[src/sv/rgm_pkg.sv]
// ----------------------------------------------------------------------------
// rgm_pkg - shared types and constants for the Roberts gradient block
// Sizes, register indexes, the job record passed front to back, and the
// dimension clamp.
// ----------------------------------------------------------------------------
package rgm_pkg;

  localparam int MAX_WIDTH  = 1024;
  localparam int MAX_HEIGHT = 1024;

  localparam int PIX_W = 8;
  localparam int DIM_W = 11;                // config register width
  localparam int COL_W = $clog2(MAX_WIDTH);
  localparam int ROW_W = $clog2(MAX_HEIGHT);
  localparam int POS_W = 10;                // result coordinate ports
  localparam int SUM_W = 2 * PIX_W + 1;     // gx^2 + gy^2
  localparam int REG_W = 1;                 // config index width

  localparam logic [REG_W-1:0] REG_IMAGE_WIDTH  = 1'b0;
  localparam logic [REG_W-1:0] REG_IMAGE_HEIGHT = 1'b1;

  localparam int JOB_DEPTH = 4;             // max results per pixel
  localparam int JOB_IDX_W = $clog2(JOB_DEPTH);

  // One result to be produced by the back end. For a pass job, op_a is the
  // value; for a magnitude job the result is |a-b|,|c-d| combined.
  typedef struct packed {
    logic             mag;
    logic [PIX_W-1:0] op_a;
    logic [PIX_W-1:0] op_b;
    logic [PIX_W-1:0] op_c;
    logic [PIX_W-1:0] op_d;
    logic [ROW_W-1:0] row;
    logic [COL_W-1:0] col;
    logic             done;
  } job_t;

  // Write strobe toward the job queue
  typedef struct packed {
    logic push;
  } q_wr_t;

  // Last valid index of a dimension after clamping to 2..maxv.
  function automatic logic [COL_W-1:0] last_col_idx(input logic [DIM_W-1:0] v);
    logic [COL_W-1:0] res;
    if (v < DIM_W'(2))              res = COL_W'(1);
    else if (v > DIM_W'(MAX_WIDTH)) res = COL_W'(MAX_WIDTH - 1);
    else                            res = COL_W'(v - DIM_W'(1));
    return res;
  endfunction

  function automatic logic [ROW_W-1:0] last_row_idx(input logic [DIM_W-1:0] v);
    logic [ROW_W-1:0] res;
    if (v < DIM_W'(2))               res = ROW_W'(1);
    else if (v > DIM_W'(MAX_HEIGHT)) res = ROW_W'(MAX_HEIGHT - 1);
    else                             res = ROW_W'(v - DIM_W'(1));
    return res;
  endfunction

endpackage

[src/sv/rgm_job_fifo.sv]
// ----------------------------------------------------------------------------
// rgm_job_fifo - short job queue between front and back
// Four entries in registers, head shown combinationally.
// ----------------------------------------------------------------------------
module rgm_job_fifo (
  input  logic          clk,
  input  logic          rst_n,
  input  rgm_pkg::q_wr_t wr,
  input  rgm_pkg::job_t wr_job,
  output logic          full,
  input  logic          rd,
  output logic          empty,
  output rgm_pkg::job_t rd_job
);
  import rgm_pkg::*;

  job_t                 mem_r [JOB_DEPTH];
  logic [JOB_IDX_W-1:0] wp_r, rp_r;
  logic [JOB_IDX_W:0]   cnt_r;
  logic                 do_wr, do_rd;

  assign full   = (cnt_r == (JOB_IDX_W+1)'(JOB_DEPTH));
  assign empty  = (cnt_r == '0);
  assign do_wr  = wr.push && !full;
  assign do_rd  = rd && !empty;
  assign rd_job = mem_r[rp_r];

  always_ff @(posedge clk) begin
    if (do_wr) mem_r[wp_r] <= wr_job;
  end

  always_ff @(posedge clk) begin
    if (!rst_n) begin
      wp_r  <= '0;
      rp_r  <= '0;
      cnt_r <= '0;
    end else begin
      if (do_wr) wp_r <= JOB_IDX_W'(wp_r + JOB_IDX_W'(1));
      if (do_rd) rp_r <= JOB_IDX_W'(rp_r + JOB_IDX_W'(1));
      case ({do_wr, do_rd})
        2'b10:   cnt_r <= cnt_r + (JOB_IDX_W+1)'(1);
        2'b01:   cnt_r <= cnt_r - (JOB_IDX_W+1)'(1);
        default: cnt_r <= cnt_r;
      endcase
    end
  end

endmodule

[config.mk]
export PLATFORM = sky130hd
export DESIGN_NAME = rgm_job_fifo
export DESIGN_NICKNAME = d
export VERILOG_FILES = /design/src/sv/rgm_pkg.sv /design/src/sv/rgm_job_fifo.sv
export SDC_FILE = /design/constraint.sdc
export NUM_CORES = 1
export LEC_CHECK = 0
export BUFFER_PORTS_ARGS = -buffer_cell sky130_fd_sc_hd__buf_4
export CORE_ASPECT_RATIO = 1.25
export CORE_MARGIN = 4
export CORE_UTILIZATION = 57
export DETAILED_ROUTE_END_ITERATION = 10
export PLACE_DENSITY = 0.77
export SYNTH_ARGS = -nofsm -noshare
export SYNTH_HDL_FRONTEND = slang
export SYNTH_SLANG_ARGS = --single-unit
export TNS_END_PERCENT = 5
[constraint.sdc]
create_clock -name clk -period 2.8 [get_ports clk]
set_clock_uncertainty 0.1 [all_clocks]
set_input_delay 0.14 -clock clk [delete_from_list [all_inputs] [get_ports clk]]
set_output_delay 0.14 -clock clk [all_outputs]
set_load 0.01 [all_outputs]
* Word level (Yosys, flattened, before mapping)
Memory sizes are Yosys's and may differ from the RTL's. A register that Yosys moved wholly into a read port is not among the register bits.
Index checks and enable logic that the tools add are counted.
** Cells by class
- Mux-type cells :: 5
- Add/subtract/negate cells :: 4
- Equal/unequal tests :: 3
- Reduce and logical (&&, ||, !) cells :: 6
** Operators by type and width (number)
- case mux 3 bit (2 select lines) :: 1
- adder 2 x 1 -> 2 bit (second input constant) :: 2
- two-way mux 2 bit :: 2
- adder 3 x 1 -> 3 bit (second input constant) :: 1
- equality test 3 bit (second input constant) :: 1
- logical NOT 3 bit :: 1
- subtractor 3 x 1 -> 3 bit (second input constant) :: 1
- equality test 2 x 1 -> 1 bit (second input constant) :: 1
- equality test 2 bit (second input constant) :: 1
- logical AND 1 bit :: 2
- logical NOT 1 bit :: 2
- two-way mux 1 bit :: 2
- nonzero test 2 bit :: 1
** Word-level totals
- Memories :: 1
- Word-level logic and storage cells :: 22
- Register bits after elaboration :: 7
- Bits in writable memories :: 216
- Output and inout port bits :: 56
- Bits of input ports :: 58
** Memories
- mem_r :: depth 4, bits a word 54, read ports 1, clocked after Yosys merged registers in 1, write ports 1, line rgm_job_fifo.sv:17 : job_t mem_r [JOB_DEPTH];

* Logic depth before layout (Yosys ltp)
- Word-level depth :: 5
- Mapped depth :: 10

* Worst setup path before layout
No wires, ideal clock.
- Kind :: register to register
- Start :: reg cnt_r[2]
- End :: mem mem_r[0][0] in the netlist's numbering, enable pin
- Buffers on the path :: 1
- Setup slack :: 0.221 ns
- Stages on the path, launching flop included :: 5
- Clock period less this slack :: 2.579 ns
- Setup time :: 0.417 ns
- Arrival time :: 2.061 ns
- Path through :: dfxtp_1 -> nor3b_2 -> nor2b_1 -> buf_2 -> and2_1
** On the way
- Cells in the longest elaborated chain, start to end :: 5
** RTL lines
- from (decl) :: line rgm_job_fifo.sv:19 : logic [JOB_IDX_W:0] cnt_r;
- from (signal assigned) :: line rgm_job_fifo.sv:41 : 2'b10: cnt_r <= cnt_r + (JOB_IDX_W+1)'(1);
- from (signal assigned) :: line rgm_job_fifo.sv:42 : 2'b01: cnt_r <= cnt_r - (JOB_IDX_W+1)'(1);
- from (signal assigned) :: line rgm_job_fifo.sv:43 : default: cnt_r <= cnt_r;
- equality test 3 bit :: line rgm_job_fifo.sv:22 : assign full = (cnt_r == (JOB_IDX_W+1)'(JOB_DEPTH));
- net full :: line rgm_job_fifo.sv:10 : output logic full,
- logical NOT 1 bit :: line rgm_job_fifo.sv:24 : assign do_wr = wr.push && !full;
- logical AND 1 bit :: line rgm_job_fifo.sv:24
- two-way mux 1 bit :: line rgm_job_fifo.sv:29 : if (do_wr) mem_r[wp_r] <= wr_job;
- two-way mux 1 bit (implied by the code) :: line rgm_job_fifo.sv:29
- to (decl) :: line rgm_job_fifo.sv:17
The timed path passes the listed nets, and every way through them passes these cells.

* Final worst setup path
- Start :: reg cnt_r[2]
- End :: reg cnt_r[2]
** On the way
- Cells in the longest elaborated chain, start to end :: 5
- Elaborated cells on any way between the ends :: 12
- Those cells by class :: 2 x add/sub; 3 x eq/ne; 1 x mux; 6 x reduce/logical
** RTL lines
- equality test 3 bit or logical NOT 3 bit (tied branches) :: line rgm_job_fifo.sv:22, rgm_job_fifo.sv:23
- logical NOT 1 bit (on tied branches) :: line rgm_job_fifo.sv:24, rgm_job_fifo.sv:25
- logical AND 1 bit (on tied branches) :: line rgm_job_fifo.sv:24, rgm_job_fifo.sv:25
- equality test 2 x 1 -> 1 bit or equality test 2 bit (tied branches) :: line rgm_job_fifo.sv:40 : case ({do_wr, do_rd})
- case mux 3 bit (2 select lines) or nonzero test 2 bit (tied branches)
Several ways; a longest one is shown, not always the timed one.
A chain may end at the register's enable or synchronous reset.

==> results.sh <==
export IMPL_status="finished clean"
export IMPL_routed_via_density=5.64
export IMPL_synth_area_leaders="edfxtp_1 (78%), mux4_2 (15%), dfxtp_1 (2.2%)"
export IMPL_dieWidth_um=116
export IMPL_power_frac_clock=0.315
export IMPL_final_max_slew_viol_count=0
export IMPL_drt_iter0_markers=279
export IMPL_holdWs_ns=0.0866
export IMPL_multi_input_area_um2=1500
export IMPL_critPathRequiredTime_ns=3.12
export IMPL_cts_tree="done"
export IMPL_netlist_instances=336
export IMPL_yosysTopAreaCell="edfxtp_1"
export IMPL_fillers=802
export IMPL_grt_total_usage=0.207
export IMPL_hold_class="input port to flip-flop"
export IMPL_power_density_nw_per_um2=871
export IMPL_slowest_delay_ns=0.38
export IMPL_combPwrFrac=0.236
export IMPL_hold_viol=0
export IMPL_insertion_delay_ns=0.50
export IMPL_cts_sinks=225
export IMPL_synth_avg_cell_area_um2=24.8
export IMPL_peakVddDrop_v=0.000617
export IMPL_vias=4071
export IMPL_crit_path_max_fanout=7
export IMPL_p_int_w=0.00700
export IMPL_hpwl_um=9420
export IMPL_fin_tns_setup_ns=0
export IMPL_start_kind="flip-flop"
export IMPL_worst_pin_slew_ns=0.587
export IMPL_overflow=0
export IMPL_endpoint_kind="flip-flop"
export IMPL_p_leak_nw=3.68
export IMPL_swShare=0.249
export IMPL_post_route_util=0.747
export IMPL_clkTransAtPathRegs_ns=0.06
export IMPL_grt_pass1_wl_um=25600
export IMPL_cts_buffers=22
export IMPL_areaGrowthSynthToFinish_pct=28.5
export IMPL_synth_top_area_frac=0.778
export IMPL_drive_above_1_share=0.400
export IMPL_cp_top_family="simple AND/OR/NAND/NOR gates"
export IMPL_wl_um=16600
export IMPL_port_buffers=113
export IMPL_drv_cap=0
export IMPL_fmax_mhz=430
export IMPL_drt_pass1_iter_count=5
export IMPL_fp_dieH_um=143
export IMPL_post_cts_resized=0
export IMPL_crit_type="flip-flop to flip-flop"
export IMPL_layout_min_cycle_time_ns=2.33
export IMPL_slowest_stage="dfxtp_1"
export IMPL_grt_max_degree=37
export IMPL_drt_antenna_violating_nets=0
export IMPL_p_switching_w=0.00232
export IMPL_initial_core_util=0.581
export IMPL_route_detailed_drc=0
export IMPL_post_cts_buffers=0
export IMPL_synth_nets=400
export IMPL_relSlewSlack=0.608
export IMPL_syn_cell_area_um2=8340
export IMPL_yosys_warnings=0
export IMPL_ys_seq_area_frac=0.800
export IMPL_antenna_found_initial=1
export IMPL_netlist_cell_type_count=24
export IMPL_grt_pass1_vias=4531
export IMPL_rsz0062_at_grt="no"
export IMPL_fin_crit_sh=0.831
export IMPL_fp_coreArea_um2=14300
export IMPL_routedWlPerCell_um=23.0
export IMPL_path_cells="nor3b_2 -> nor2b_1 -> inv_2 -> ha_1 -> inv_1 -> fa_1 -> xor2_1 -> or3_1 -> a21boi_1"
export IMPL_routabilityCongestion=0.755
export IMPL_ios=114
export IMPL_cts_root_buf="clkbuf_16"
export IMPL_p_seq_frac=0.449
export IMPL_synth_seq_cells=225
export IMPL_arrival_ns=2.65
export IMPL_clockBufferDepth=3
export IMPL_crit_buf_inv=2
export IMPL_seq_area_um2=6670
export IMPL_rows=49
export IMPL_dieArea_um2=16600
export IMPL_cts_htree_levels=1
export IMPL_cts_hold_buf=56
export IMPL_fin_nets=592
export IMPL_setup_viol=0
Yosys cell counts (all sizes together):
| cell | instances |
|---|---|
| a21boi | 2 |
| and2 | 6 |
| buf | 12 |
| clkbuf | 2 |
| dfxtp | 9 |
| edfxtp | 216 |
| fa | 1 |
| ha | 5 |
| inv | 6 |
| mux2i | 2 |
| mux4 | 54 |
| nand2 | 7 |
| nand4bb | 1 |
| nor2b | 2 |
| nor3 | 1 |
| nor3b | 1 |
| o21ai | 5 |
| or3 | 2 |
| xnor2 | 1 |
| xor2 | 1 |
power groups by stage:
stage	clock (W)	sequential (W)	combinational (W)
final	0.00294	0.00419	0.00220
after floorplan	0	0.00420	0.00137
after global placement	0	0.00422	0.00212
after global routing	0.00315	0.00422	0.00237
after CTS	0.00300	0.00418	0.00224
after detailed placement	0	0.00425	0.00216
per-layer routing:
layer	track usage	part of all wire
met3	0.0382	0.055
met5	0	0
met1	0.263	0.37
met2	0.357	0.54
met4	0.0819	0.035
metrics by stage:
| stage | std cells | total power [W] | instance area (um2) | setup WS [ns] |
|---|---|---|---|---|
| after detailed placement | 626 | 0.00641 | 9430 | 0.496 |
| after global routing | 722 | 0.00974 | 10700 | 0.345 |
| final | 722 | 0.00933 | 10700 | 0.474 |
| after global placement | 626 | 0.00634 | 9430 | 0.719 |
| after CTS | 721 | 0.00942 | 10700 | 0.466 |
| after floorplan | 336 | 0.00557 | 8340 | 0.221 |
cells by family (layout without fill, tap and decap cells):
| family | after synthesis | count (layout) | share of synthesized area |
|---|---|---|---|
| other | 0 | 1 | 0 |
| XOR/XNOR | 2 | 2 | 0.00210 |
| buffers and inverters | 20 | 227 | 0.0207 |
| AO/OA/AOI/OAI | 7 | 7 | 0.00480 |
| AND/OR/NAND/NOR | 20 | 20 | 0.0147 |
| multiplexers | 56 | 56 | 0.148 |
| flip-flops | 225 | 225 | 0.800 |
| adder cells (fa/ha/maj) | 6 | 6 | 0.00990 |
cell type report:
cell class,instances,area share
clock buffer,27,0.0551
timing repair buffer,182,0.146
tap,178,0.0208
sequential,225,0.623
multi-input combinational,91,0.140
inverter,6,0.00210
antenna,1,0.000234
clock inverter,12,0.0121
state kept, by name (all words and copies together), names as in the netlist, named ones only:
register	count
cnt_r	3
wp_r	2
mem_r	216
rp_r	2
layout by cell type, fill, tap and decap left out, types with 3 or more instances in the layout:
| master | instances |
|---|---|
| and2_2 | 4 |
| buf_12 | 5 |
| buf_4 | 121 |
| bufinv_16 | 3 |
| clkbuf_1 | 4 |
| clkbuf_16 | 23 |
| clkinv_1 | 7 |
| dfxtp_1 | 7 |
| dlygate4sd3_1 | 56 |
| edfxtp_1 | 216 |
| ha_1 | 5 |
| inv_1 | 5 |
| mux4_2 | 54 |
| nand2_1 | 7 |
| o21ai_0 | 5 |
worst reg2reg max path, stage by stage, from the launching register on:
cell	delay, ns
dfxtp_1	0.38
nor3b_2	0.24
nor2b_1	0.18
inv_2	0.08
ha_1	0.19
inv_1	0.07
fa_1	0.38
xor2_1	0.17
or3_1	0.32
a21boi_1	0.15
worst paths after layout:
path                              start               endpoint  slack, ns  cells past startpoint
setup / recovery  cnt_r[2]$_SDFFE_PN0P_  cnt_r[2]$_SDFFE_PN0P_       0.47                      9
hold / removal                       wr   wp_r[0]$_SDFFE_PN0P_       0.09                      3
setup reg to reg  cnt_r[2]$_SDFFE_PN0P_  cnt_r[2]$_SDFFE_PN0P_       0.47                      9
hold reg to reg    rp_r[1]$_SDFFE_PN0P_   rp_r[1]$_SDFFE_PN0P_       0.40                      2
(Power assumes the default switching activity.)
