**config.mk**
```make
export PLATFORM = sky130hd
export DESIGN_NAME = rgm_back
export DESIGN_NICKNAME = d
export VERILOG_FILES = /design/src/sv/rgm_pkg.sv /design/src/sv/rgm_back.sv
export SDC_FILE = /design/constraint.sdc
export NUM_CORES = 1
export LEC_CHECK = 0
export ABC_CLOCK_PERIOD_IN_PS = 5500
export BUFFER_PORTS_ARGS = -buffer_cell sky130_fd_sc_hd__buf_2
export CAP_MARGIN = 0
export CORE_MARGIN = 2
export CORE_UTILIZATION = 55
export DETAILED_ROUTE_END_ITERATION = 7
export GPL_ROUTABILITY_DRIVEN = 0
export PLACE_DENSITY = 0.83
export SETUP_SLACK_MARGIN = 0.2
export SLEW_MARGIN = 5
export SYNTH_ARGS = -nofsm -noshare
export SYNTH_HDL_FRONTEND = slang
export SYNTH_SLANG_ARGS = --single-unit
```
**constraint.sdc**
```tcl
create_clock -name clk -period 5.5 [get_ports clk]
set_input_delay 0.825 -clock clk [delete_from_list [all_inputs] [get_ports clk]]
set_output_delay 0.825 -clock clk [all_outputs]
set_load 0.005 [all_outputs]
```
**src/sv/rgm_pkg.sv**
```systemverilog
// ----------------------------------------------------------------------------
// rgm_pkg - shared types and constants for the Roberts gradient block
// Sizes, register indexes, the job record passed front to back, and the
// dimension clamp.
// ----------------------------------------------------------------------------
package rgm_pkg;

  localparam int MAX_WIDTH  = 1024;
  localparam int MAX_HEIGHT = 1024;

  localparam int PIX_W = 8;
  localparam int DIM_W = 11;                // config register width
  localparam int COL_W = $clog2(MAX_WIDTH);
  localparam int ROW_W = $clog2(MAX_HEIGHT);
  localparam int POS_W = 10;                // result coordinate ports
  localparam int SUM_W = 2 * PIX_W + 1;     // gx^2 + gy^2
  localparam int REG_W = 1;                 // config index width

  localparam logic [REG_W-1:0] REG_IMAGE_WIDTH  = 1'b0;
  localparam logic [REG_W-1:0] REG_IMAGE_HEIGHT = 1'b1;

  localparam int JOB_DEPTH = 4;             // max results per pixel
  localparam int JOB_IDX_W = $clog2(JOB_DEPTH);

  // One result to be produced by the back end. For a pass job, op_a is the
  // value; for a magnitude job the result is |a-b|,|c-d| combined.
  typedef struct packed {
    logic             mag;
    logic [PIX_W-1:0] op_a;
    logic [PIX_W-1:0] op_b;
    logic [PIX_W-1:0] op_c;
    logic [PIX_W-1:0] op_d;
    logic [ROW_W-1:0] row;
    logic [COL_W-1:0] col;
    logic             done;
  } job_t;

  // Write strobe toward the job queue
  typedef struct packed {
    logic push;
  } q_wr_t;

  // Last valid index of a dimension after clamping to 2..maxv.
  function automatic logic [COL_W-1:0] last_col_idx(input logic [DIM_W-1:0] v);
    logic [COL_W-1:0] res;
    if (v < DIM_W'(2))              res = COL_W'(1);
    else if (v > DIM_W'(MAX_WIDTH)) res = COL_W'(MAX_WIDTH - 1);
    else                            res = COL_W'(v - DIM_W'(1));
    return res;
  endfunction

  function automatic logic [ROW_W-1:0] last_row_idx(input logic [DIM_W-1:0] v);
    logic [ROW_W-1:0] res;
    if (v < DIM_W'(2))               res = ROW_W'(1);
    else if (v > DIM_W'(MAX_HEIGHT)) res = ROW_W'(MAX_HEIGHT - 1);
    else                             res = ROW_W'(v - DIM_W'(1));
    return res;
  endfunction

endpackage

```
**src/sv/rgm_back.sv**
```systemverilog
// ----------------------------------------------------------------------------
// rgm_back - job execution and result register
// Pass jobs go straight to the result register; magnitude jobs take abs
// differences, square and sum, then an 8-step bitwise floor square root.
// ----------------------------------------------------------------------------
module rgm_back (
  input  logic                      clk,
  input  logic                      rst_n,
  input  logic                      q_empty,
  input  rgm_pkg::job_t             q_job,
  output logic                      q_pop,
  output logic                      empty,
  input  logic                      pop,
  output logic [rgm_pkg::PIX_W-1:0] out_pixel_out,
  output logic [rgm_pkg::POS_W-1:0] out_row,
  output logic [rgm_pkg::POS_W-1:0] out_col,
  output logic                      out_frame_done
);
  import rgm_pkg::*;

  typedef enum logic [2:0] {
    B_IDLE = 3'b001,
    B_SQ   = 3'b010,
    B_ROOT = 3'b100
  } bstate_t;

  bstate_t state_r, state_nxt;

  logic             res_vld_r;
  logic [PIX_W-1:0] res_pix_r;
  logic [ROW_W-1:0] res_row_r;
  logic [COL_W-1:0] res_col_r;
  logic             res_done_r;

  logic [PIX_W-1:0] gx_r, gy_r;
  logic [ROW_W-1:0] row_r;
  logic [COL_W-1:0] col_r;
  logic             done_r;
  logic [SUM_W-1:0] sum_r;
  logic [PIX_W-1:0] root_r, bit_r;

  logic             take;
  logic [PIX_W-1:0] gx, gy, trial, root_nxt;
  logic [2*PIX_W-1:0] trial_sq;
  logic             root_end;

  assign take  = (state_r == B_IDLE) && !q_empty && !res_vld_r;
  assign q_pop = take;

  assign gx = (q_job.op_a >= q_job.op_b) ? PIX_W'(q_job.op_a - q_job.op_b)
                                         : PIX_W'(q_job.op_b - q_job.op_a);
  assign gy = (q_job.op_c >= q_job.op_d) ? PIX_W'(q_job.op_c - q_job.op_d)
                                         : PIX_W'(q_job.op_d - q_job.op_c);

  assign trial    = root_r | bit_r;
  assign trial_sq = (2*PIX_W)'(trial) * (2*PIX_W)'(trial);
  // sum >= 2^16 means root >= 256: saturate
  assign root_nxt = sum_r[SUM_W-1] ? {PIX_W{1'b1}}
                  : ((trial_sq <= sum_r[2*PIX_W-1:0]) ? trial : root_r);
  assign root_end = sum_r[SUM_W-1] || bit_r[0];

  always_ff @(posedge clk) begin
    if (take) begin
      gx_r   <= gx;
      gy_r   <= gy;
      row_r  <= q_job.row;
      col_r  <= q_job.col;
      done_r <= q_job.done;
    end
    if (state_r == B_SQ) begin
      sum_r  <= SUM_W'((2*PIX_W)'(gx_r) * (2*PIX_W)'(gx_r))
              + SUM_W'((2*PIX_W)'(gy_r) * (2*PIX_W)'(gy_r));
      root_r <= '0;
      bit_r  <= {1'b1, {(PIX_W-1){1'b0}}};
    end
    if (state_r == B_ROOT) begin
      root_r <= root_nxt;
      bit_r  <= bit_r >> 1;
    end
  end

  // result register
  always_ff @(posedge clk) begin
    if (!rst_n) begin
      res_vld_r <= 1'b0;
    end else if (take && !q_job.mag) begin
      res_vld_r <= 1'b1;
    end else if (state_r == B_ROOT && root_end) begin
      res_vld_r <= 1'b1;
    end else if (pop) begin
      res_vld_r <= 1'b0;
    end
  end

  always_ff @(posedge clk) begin
    if (take && !q_job.mag) begin
      res_pix_r  <= q_job.op_a;
      res_row_r  <= q_job.row;
      res_col_r  <= q_job.col;
      res_done_r <= q_job.done;
    end else if (state_r == B_ROOT && root_end) begin
      res_pix_r  <= root_nxt;
      res_row_r  <= row_r;
      res_col_r  <= col_r;
      res_done_r <= done_r;
    end
  end

  always_comb begin
    state_nxt = state_r;
    unique case (state_r)
      B_IDLE: if (take && q_job.mag) state_nxt = B_SQ;
      B_SQ:   state_nxt = B_ROOT;
      B_ROOT: if (root_end) state_nxt = B_IDLE;
      default: state_nxt = B_IDLE;
    endcase
  end

  always_ff @(posedge clk) begin
    if (!rst_n) state_r <= B_IDLE;
    else        state_r <= state_nxt;
  end

  assign empty          = !res_vld_r;
  assign out_pixel_out  = res_pix_r;
  assign out_row        = POS_W'(res_row_r);
  assign out_col        = POS_W'(res_col_r);
  assign out_frame_done = res_done_r;

endmodule

```
Word-level counts from Yosys, hierarchy flattened
Index checks and enable logic that the tools add are counted.
{"block": "totals", "elab_cells": 67, "in_bits": 58, "ff_bits": 103, "output_inout_bits": 31}
{"block": "op_classes", "reduce_logical": 13, "muxes": 22, "n_eq_ne": 5, "addsub": 5, "n_bitwise": 1, "n_mul": 3, "order_cmp": 3}
{"op": "2-to-1 mux 8 bit", "n": 8}
{"op": "multiplier 8 x 8 -> 16 bit", "n": 3}
{"op": "2-to-1 mux 10 bit", "n": 4}
{"op": "subtractor 8 bit", "n": 4}
{"op": "adder 16 x 16 -> 17 bit", "n": 1}
{"op": "greater-or-equal comparator 8 bit", "n": 2}
{"op": "<= comparator 16 bit", "n": 1}
{"op": "2-to-1 mux 7 bit", "n": 2}
{"op": "one-hot mux 3 bit (3 select lines)", "n": 1}
{"op": "bitwise OR 8 bit", "n": 1}
{"op": "2-to-1 mux 3 bit", "n": 2}
{"op": "logical AND 1 bit", "n": 5}
{"op": "2-to-1 mux 1 bit", "n": 5}
{"op": "nonzero test 2 bit", "n": 2}
{"op": "equality test 3 x 1 -> 1 bit, second input constant", "n": 1}
{"op": "equality test 3 x 2 -> 1 bit, second input constant", "n": 1}
{"op": "equality test 3 bit, second input constant", "n": 1}
{"op": "logical NOT 1 bit", "n": 3}
{"op": "nonzero test 3 bit", "n": 1}
{"op": "!= test 2 x 1 -> 1 bit, second input constant", "n": 1}
{"op": "!= test 2 bit, second input constant", "n": 1}
{"op": "AND reduction 2 bit", "n": 1}
{"op": "logical OR 1 bit", "n": 1}

Longest topological paths before layout
Gate-level depths: netlist (run 1).
{"block": "depth", "depth_word": 7, "depth_mapped": 24, "mapped_depth_nobuf": 23}

Least setup slack after synthesis (run 1)
No wires, ideal clock.
{"block": "synth_timing", "path_kind": "register to register", "startpoint": "register bit_r[6]", "endpoint": "register res_pix_r[0], in the netlist out_pixel_out[0], data pin", "setup_ns": 0.152, "arrival_time_ns": 5.450, "slack_ns": -0.102, "stages_incl_launch_ff": 23, "path_buffers": 1, "path_cell_list": "edfxtp_1 or2_2 o21ai_0 inv_1 fa_1 fa_1 inv_1 fa_1 fa_1 inv_1 ha_1 nand2_1 a21o_1 a31oi_1 a21oi_1 o211ai_1 ha_1 a21o_1 a21o_1 a21oi_1 o211ai_1 clkbuf_1 a31oi_1"}
{"block": "synth_between", "elab_chain_len": 7}
{"item": "start: declaration", "line_no": "rgm_back.sv:40", "rtl": "logic [PIX_W-1:0] root_r, bit_r;"}
{"item": "start signal: assignment", "line_no": "rgm_back.sv:74", "rtl": "bit_r <= {1'b1, {(PIX_W-1){1'b0}}};"}
{"item": "start signal: assignment", "line_no": "rgm_back.sv:78", "rtl": "bit_r <= bit_r >> 1;"}
{"item": "bitwise OR 8 bit", "line_no": "rgm_back.sv:55", "rtl": "assign trial = root_r | bit_r;"}
{"item": "multiplier 8 x 8 -> 16 bit", "line_no": "rgm_back.sv:56", "rtl": "assign trial_sq = (2*PIX_W)'(trial) * (2*PIX_W)'(trial);"}
{"item": "<= comparator 16 bit", "line_no": "rgm_back.sv:59", "rtl": ": ((trial_sq <= sum_r[2*PIX_W-1:0]) ? trial : root_r);"}
{"item": "2-to-1 mux 8 bit", "line_no": "rgm_back.sv:59"}
{"item": "2-to-1 mux 8 bit", "line_no": "rgm_back.sv:58", "rtl": "assign root_nxt = sum_r[SUM_W-1] ? {PIX_W{1'b1}}"}
{"item": "2-to-1 mux 8 bit", "line_no": "rgm_back.sv:101", "rtl": "end else if (state_r == B_ROOT && root_end) begin"}
{"item": "2-to-1 mux 8 bit", "line_no": "rgm_back.sv:96", "rtl": "if (take && !q_job.mag) begin"}
{"item": "end signal: assignment", "line_no": "rgm_back.sv:97", "rtl": "res_pix_r <= q_job.op_a;"}
{"item": "end signal: assignment", "line_no": "rgm_back.sv:102", "rtl": "res_pix_r <= root_nxt;"}
{"item": "end: declaration", "line_no": "rgm_back.sv:30", "rtl": "logic [PIX_W-1:0] res_pix_r;"}
No other way between the ends. The select of a mux whose other input is x is not followed.
A chain may end at the register's enable or synchronous reset.

Worst setup path in the final report (run 1)
{"block": "layout_timing", "startpoint": "register root_r[2]", "endpoint": "register root_r[0], data pin"}
{"block": "layout_between", "elab_chain_len": 6}
{"item": "start: declaration", "line_no": "rgm_back.sv:40"}
{"item": "start signal: assignment", "line_no": "rgm_back.sv:77", "rtl": "root_r <= root_nxt;"}
{"item": "bitwise OR 8 bit", "line_no": "rgm_back.sv:55"}
{"item": "multiplier 8 x 8 -> 16 bit", "line_no": "rgm_back.sv:56"}
{"item": "<= comparator 16 bit", "line_no": "rgm_back.sv:59"}
{"item": "2-to-1 mux 8 bit", "line_no": "rgm_back.sv:59"}
{"item": "2-to-1 mux 8 bit", "line_no": "rgm_back.sv:58"}
{"item": "2-to-1 mux 8 bit", "line_no": "rgm_back.sv:76", "rtl": "if (state_r == B_ROOT) begin"}
No other way between the ends.

==> impl_metrics.py, run 1 <==
metrics = {
    "detailed_routing": {
        "met1Wirelength_um": 10100,
        "vias": 8464,
        "wl_per_cell_um": 17.5,
        "drtIter0Drc": 540,
        "top_layer_used": "met4",
        "drt_wl_total_um": 26300,
        "vias_per_cell": 5.62,
        "dr.pass1.iters": 5,
        "drtAntennaViolNets": 0,
        "drc_errors": 0,
        "dr_wl_met3_um": 1530,
        "met2_length_um": 13800,
    },
    "synth": {
        "synth_top_area_share_pct": 27.6,
        "synthXorXnorAreaFrac_pct": 3.28,
        "synth_mux_area_share_pct": 3.76,
        "syn_area_sq_um": 10700,
        "synthArstFlopShare_pct": 0,
        "synth_edf_count": 98,
        "synth.yosys.seq_area_share_pct": 28.5,
        "synth_top_family_by_area": "adder cells",
        "synth-main-ff-cell": "edfxtp_1",
        "avgSynthCellArea_sq_um": 10.1,
        "synth_cells": 1053,
        "yosysUniqueCellTypes": 60,
        "ys_ff_latch": 103,
        "synth_nets": 1343,
        "ys.warnings.count": 0,
        "synthAdderAreaFrac_pct": 34.6,
        "synthSimpleGateAreaFrac_pct": 11.9,
        "synth.area.top_cells": "edfxtp_1 (28%), fa_1 (20%), ha_1 (15%)",
        "synth.largest_area_cell": "edfxtp_1",
        "yosysMostFrequentCell": "inv_1",
        "synthTopCellsByCount": "inv_1 (216), ha_1 (127), fa_1 (105)",
        "synth-compound-area-share_pct": 9.02,
    },
    "global_routing": {
        "grt_usage_pct": 24.1,
        "grt_pass1_vias": 8706,
        "grt_first_pass_wirelength_um": 39800,
        "globalRouteOverflowTotal": 0,
        "grt_max_degree": 42,
        "antenna_found_initial": 1,
    },
    "min_path": {
        "worstHoldPathCells": 1,
        "hold_path.class": "register to register",
    },
    "cells_and_area": {
        "synthToLayoutAreaGrowth_pct": 22.2,
        "antenna_cells": 0,
        "utilization_pct": 69.0,
        "fillers": 1280,
        "drive_gt1_share_pct": 27.8,
        "final_area_sq_um": 13000,
        "fin_nets": 1532,
        "multi_input_comb_area_sq_um": 7160,
        "final_cells": 1507,
        "seq_area_sq_um": 3040,
    },
    "floorplan": {
        "start_util_pct": 56.5,
        "die-height_um": 143,
        "die_w_um": 143,
        "coreArea_sq_um": 18900,
        "num_io_pins": 89,
        "die_area_sq_um": 20500,
        "num_rows": 50,
    },
    "sta": {
        "timing.final.crit_share_pct": 105,
        "worst_slew_pin_slew_ns": 1.01,
        "hold_ws_ns": 0.550,
        "setup_slack_ns": -0.290,
        "finalCriticalPeriod_ns": 5.79,
        "rsz0062_at_grt": "yes",
        "finalMaxSlewViolations": 0,
        "maxClockFrequency_mhz": 173,
        "hold_viol_final": 0,
        "slew_headroom_pct": 32.4,
        "setup_viol": 16,
        "finClkSkew_ns": 0.0146,
    },
    "worst_setup_path": {
        "startpoint_type": "register",
        "criticalPathCategory": "register to register",
        "rr_worst_depth": 24,
        "cp.arrival_ns": 5.89,
        "cp_max_fo": 8,
        "required_ns": 5.60,
        "end_kind": "register",
    },
    "clock_network": {
        "clock_sinks": 103,
        "clock_latency_ns": 0.37,
        "cts.clk_slew.worst_paths_ns": 0.08,
        "clock_path_buffers": 2,
        "cts.htree.levels": 3,
        "ctsHoldBuffers": 0,
        "cts_tree": "done",
        "cts-buffers-inserted": 9,
        "cts_root_buf": "clkbuf_16",
    },
    "placed_design": {
        "post-place-cells": 1421,
        "placed_cell_area_sq_um": 11700,
        "hpwl_um": 17800,
        "port_buffers": 88,
    },
    "run": {
        "cap_violations": 0,
    },
    "run_status": {
        "violations": "negative setup slack",
        "status": "finished, violations left",
    },
}
[cell type report]
| class | instances | share of cell area (%) |
|---|---|---|
| multi-input cells | 708 | 54.9 |
| flip-flops and latches | 103 | 23.3 |
| repair buffers | 204 | 10.5 |
| inverters | 216 | 6.22 |
| well taps | 260 | 2.49 |
| clock buffers | 9 | 1.73 |
| clock inverters | 7 | 0.768 |
[per-layer routing]
layer	up-vias	global-route usage, %
li1	3857	-
met1	4114	29.8
met2	399	42.9
met3	94	3.59
met4	0	9.08
met5	-	0
[critical path: stages, from the launching register on]
cell,delay (ns)
edfxtp_1,0.48
buf_6,0.15
o22ai_4,0.08
fa_1,0.56
inv_2,0.06
fa_1,0.49
fa_1,0.52
inv_2,0.05
fa_2,0.57
inv_2,0.05
ha_4,0.27
nor2_4,0.04
nor2_2,0.11
o41ai_2,0.10
buf_4,0.16
o41ai_2,0.25
xor2_1,0.14
ha_1,0.35
nand4_1,0.19
nor2_2,0.20
o31ai_1,0.10
o211ai_1,0.18
buf_4,0.19
buf_12,0.13
a31oi_1,0.11
[timing repair]
item                       CTS  global route
pin swaps                   51            36
resized for setup           51            53
setup endpoints to repair   22            22
cloned                       1             0
buffers inserted            47            22
[stage by stage]
stage          TNS [ns]  worst slack, ns
6_report          -3.41           -0.290
5_1_grt           -5.54           -0.415
4_1_cts               0            0.158
3_5_place_dp     -0.365           -0.135
3_3_place_gp    -0.0483          -0.0483
2_1_floorplan         0            0.204
[layout by cell type (no fill, tap or decap), drive strengths merged, types with 11 or more instances in the layout]
cell type | synthesis | final
fa | 105 | 105
nor3 | 15 | 15
xor2 | 15 | 15
inv | 216 | 219
nor2 | 59 | 59
a21oi | 34 | 34
edfxtp | 98 | 98
a31oi | 22 | 22
mux2 | 27 | 27
nand3 | 11 | 11
nor2b | 20 | 20
ha | 127 | 127
nand2b | 11 | 11
buf | 10 | 203
xnor2 | 25 | 25
o21ai | 33 | 33
and2 | 47 | 47
a21o | 17 | 17
nand2 | 57 | 57
[logic make-up (layout without fill, tap and decap cells)]
group	count (synthesis)	in the layout
simple gates	251	251
buf+inv	242	436
fa+ha+maj	232	232
compound gates	147	147
flops	103	103
xor+xnor	40	40
mux	36	36
other cells	2	2
[registers in the layout, summed over array words and instances (netlist names), 3 cells and up]
signal	flops
sum_r	17
col_r	10
out_col	10
out_row	10
row_r	10
bit_r	8
gx_r	8
gy_r	8
out_pixel_out	8
root_r	8
state_r	3
[path summary, 6_finish.rpt]
| check | endpoint | slack [ns] | startpoint |
|---|---|---|---|
| worst min register to register | out_row[4]$_DFFE_PP_ | 0.55 | row_r[4]$_DFFE_PP_ |
| worst max-delay path | root_r[0]$_SDFFCE_PN0P_ | -0.29 | root_r[2]$_SDFFCE_PN0P_ |
| worst max register to register | root_r[0]$_SDFFCE_PN0P_ | -0.29 | root_r[2]$_SDFFCE_PN0P_ |
| worst min-delay path | out_row[4]$_DFFE_PP_ | 0.55 | row_r[4]$_DFFE_PP_ |
Power of run 1 is left out: the tool's default activity adds up to more than one toggle a clock period on the data nets, which glitch-free logic cannot reach.
==> run 2: changes to the inputs <==
Settings changed: BUFFER_PORTS_ARGS -buffer_cell sky130_fd_sc_hd__buf_2 to -buffer_cell sky130_fd_sc_hd__buf_4, CORE_ASPECT_RATIO set to 1.5.
==> impl_metrics.py, run 2 (synthesis gave the netlist of run 1 again) <==
metrics = {
    "detailed_routing": {
        "drt_wl_total_um": 28500,
        "wl_per_cell_um": 18.9,
        "drc_errors": 0,
        "dr.pass1.iters": 6,
        "drtAntennaViolNets": 0,
        "vias": 8688,
        "drtIter0Drc": 888,
        "vias_per_cell": 5.75,
    },
    "sta": {
        "hold_ws_ns": 0.549,
        "hold_viol_final": 0,
        "setup_slack_ns": -0.0904,
        "finClkSkew_ns": 0.0156,
        "setup_viol": 16,
        "finalMaxSlewViolations": 0,
        "worst_slew_pin_slew_ns": 0.983,
        "timing.final.crit_share_pct": 102,
        "finalCriticalPeriod_ns": 5.59,
        "rsz0062_at_grt": "yes",
        "slew_headroom_pct": 34.3,
        "maxClockFrequency_mhz": 179,
    },
    "clock_network": {
        "cts_root_buf": "clkbuf_16",
        "clock_latency_ns": 0.37,
        "cts-buffers-inserted": 9,
        "ctsHoldBuffers": 0,
        "clock_sinks": 103,
        "cts.htree.levels": 3,
        "clock_path_buffers": 2,
        "cts_tree": "done",
        "cts.clk_slew.worst_paths_ns": 0.08,
    },
    "worst_setup_path": {
        "rr_worst_depth": 23,
        "cp_max_fo": 8,
        "criticalPathCategory": "register to register",
        "startpoint_type": "register",
        "cp.arrival_ns": 5.80,
        "r2r-end": "out_pixel_out[5]$_DFFE_PP_",
        "ff2ff_setup_slack_ns": -0.09,
        "required_ns": 5.71,
        "end_kind": "register",
        "r2r_start": "bit_r[2]$_SDFFCE_PN0P_",
    },
    "floorplan": {
        "die_area_sq_um": 20500,
        "num_io_pins": 89,
        "start_util_pct": 55.9,
        "coreArea_sq_um": 19100,
        "num_rows": 62,
        "die_w_um": 118,
        "die-height_um": 175,
    },
    "cells_and_area": {
        "drive_gt1_share_pct": 29.6,
        "largest_reg_flops": 17,
        "fillers": 1220,
        "final_common_cell": "inv_1",
        "synthToLayoutAreaGrowth_pct": 25.7,
        "fin_nets": 1540,
        "antenna_cells": 0,
        "final_area_sq_um": 13400,
        "final_cells": 1511,
        "largest_register": "sum_r",
        "layout_common_cells": "inv_1 (201), buf_4 (198), ha_1 (113)",
    },
    "run_status": {
        "status": "finished, violations left",
        "violations": "negative setup slack",
    },
    "placed_design": {
        "hpwl_um": 19000,
        "placed_cell_area_sq_um": 12000,
        "post-place-cells": 1429,
        "port_buffers": 88,
        "place_ws_ns": -0.0863,
    },
    "global_routing": {
        "grt_usage_pct": 25.6,
        "globalRouteOverflowTotal": 0,
        "grt_max_degree": 42,
        "grt_pass1_vias": 9060,
        "grt_first_pass_wirelength_um": 42400,
        "antenna_found_initial": 0,
    },
    "min_path": {
        "worstHoldPathCells": 1,
        "hold_path_end": "out_col[4]$_DFFE_PP_",
        "min_from": "col_r[4]$_DFFE_PP_",
        "hold_path.class": "register to register",
    },
    "run": {
        "cap_violations": 0,
    },
}
run 2: cell count changes in the layout (fill, tap and decap cells not counted), moves of 3 or more:
cell and delta:
ha_1 -4, nor2_1 -5, inv_1 -3, buf_2 -88
inv_2 +3, buf_4 +90, nor2_2 +5, buf_6 +7
run 2: how the worst max path moves through the flow:
stage / startpoint / to / slack [ns] / cells past startpoint
after floorplan: root_r[5]$_SDFFCE_PN0P_ / out_pixel_out[0]$_DFFE_PP_ / 0.20 / 24
after global placement: gx_r[3]$_DFFE_PP_ / sum_r[14]$_DFFE_PP_ / -0.01 / 17
after detailed placement: gx_r[2]$_DFFE_PP_ / sum_r[15]$_DFFE_PP_ / -0.09 / 18
after CTS: bit_r[6]$_SDFFCE_PN0P_ / out_pixel_out[3]$_DFFE_PP_ / 0.05 / 23
after global routing: bit_r[2]$_SDFFCE_PN0P_ / root_r[7]$_SDFFCE_PN0P_ / -0.25 / 23
final: bit_r[2]$_SDFFCE_PN0P_ / out_pixel_out[5]$_DFFE_PP_ / -0.09 / 23
run 2: stage by stage:
step           TNS, ns  util (%)
2_1_floorplan        0         -
3_3_place_gp   -0.0189      63.0
3_5_place_dp    -0.215      63.0
4_1_cts              0      67.1
5_1_grt          -3.32      70.2
6_report        -0.734      70.2
run 2: timing repair:
action                     4_1_cts  5_1_grt
setup endpoints to repair       22       22
pin swaps                       25       47
setup buffers                   32       33
resized for setup               46       84
gates cloned                     1        0
run 2: worst max-delay path, cell delays in order, from the launching register on:
cell and delay, ns:
edfxtp_1 0.51, buf_4 0.19, o21ai_2 0.22, fa_1 0.45
xor2_1 0.17, xnor2_1 0.28, fa_1 0.50, fa_1 0.51
inv_1 0.07, ha_4 0.26, buf_4 0.12, nand2_2 0.05
a21o_1 0.19, a31oi_4 0.21, a211o_1 0.17, o211ai_1 0.10
ha_1 0.31, a21o_1 0.16, a21o_1 0.16, a21oi_2 0.12
o211ai_1 0.13, buf_4 0.17, clkbuf_16 0.16, a31oi_4 0.19
run 2: area by class of cell:
cell class	instances	area [sq um]	share of cell area, %
Clock inverter	7	97.6	0.728
Multi-Input combinational cell	708	7240	54.0
Clock buffer	9	225	1.68
Tap cell	256	320	2.39
Sequential cell	103	3040	22.7
Inverter	216	811	6.05
Timing Repair Buffer	212	1670	12.4
run 2: routing by layer:
layer / routed length (um) / share of wire [%] / global-route usage, % / vias up
li1: - / - / - / 3876
met1: 9440 / 33 / 25.9 / 4228
met2: 15800 / 55 / 50.0 / 416
met3: 1330 / 4.7 / 3.17 / 168
met4: 1970 / 6.9 / 14.2 / 0
met5: 0 / 0 / 0 / -
Power of run 2 is left out for the same reason.
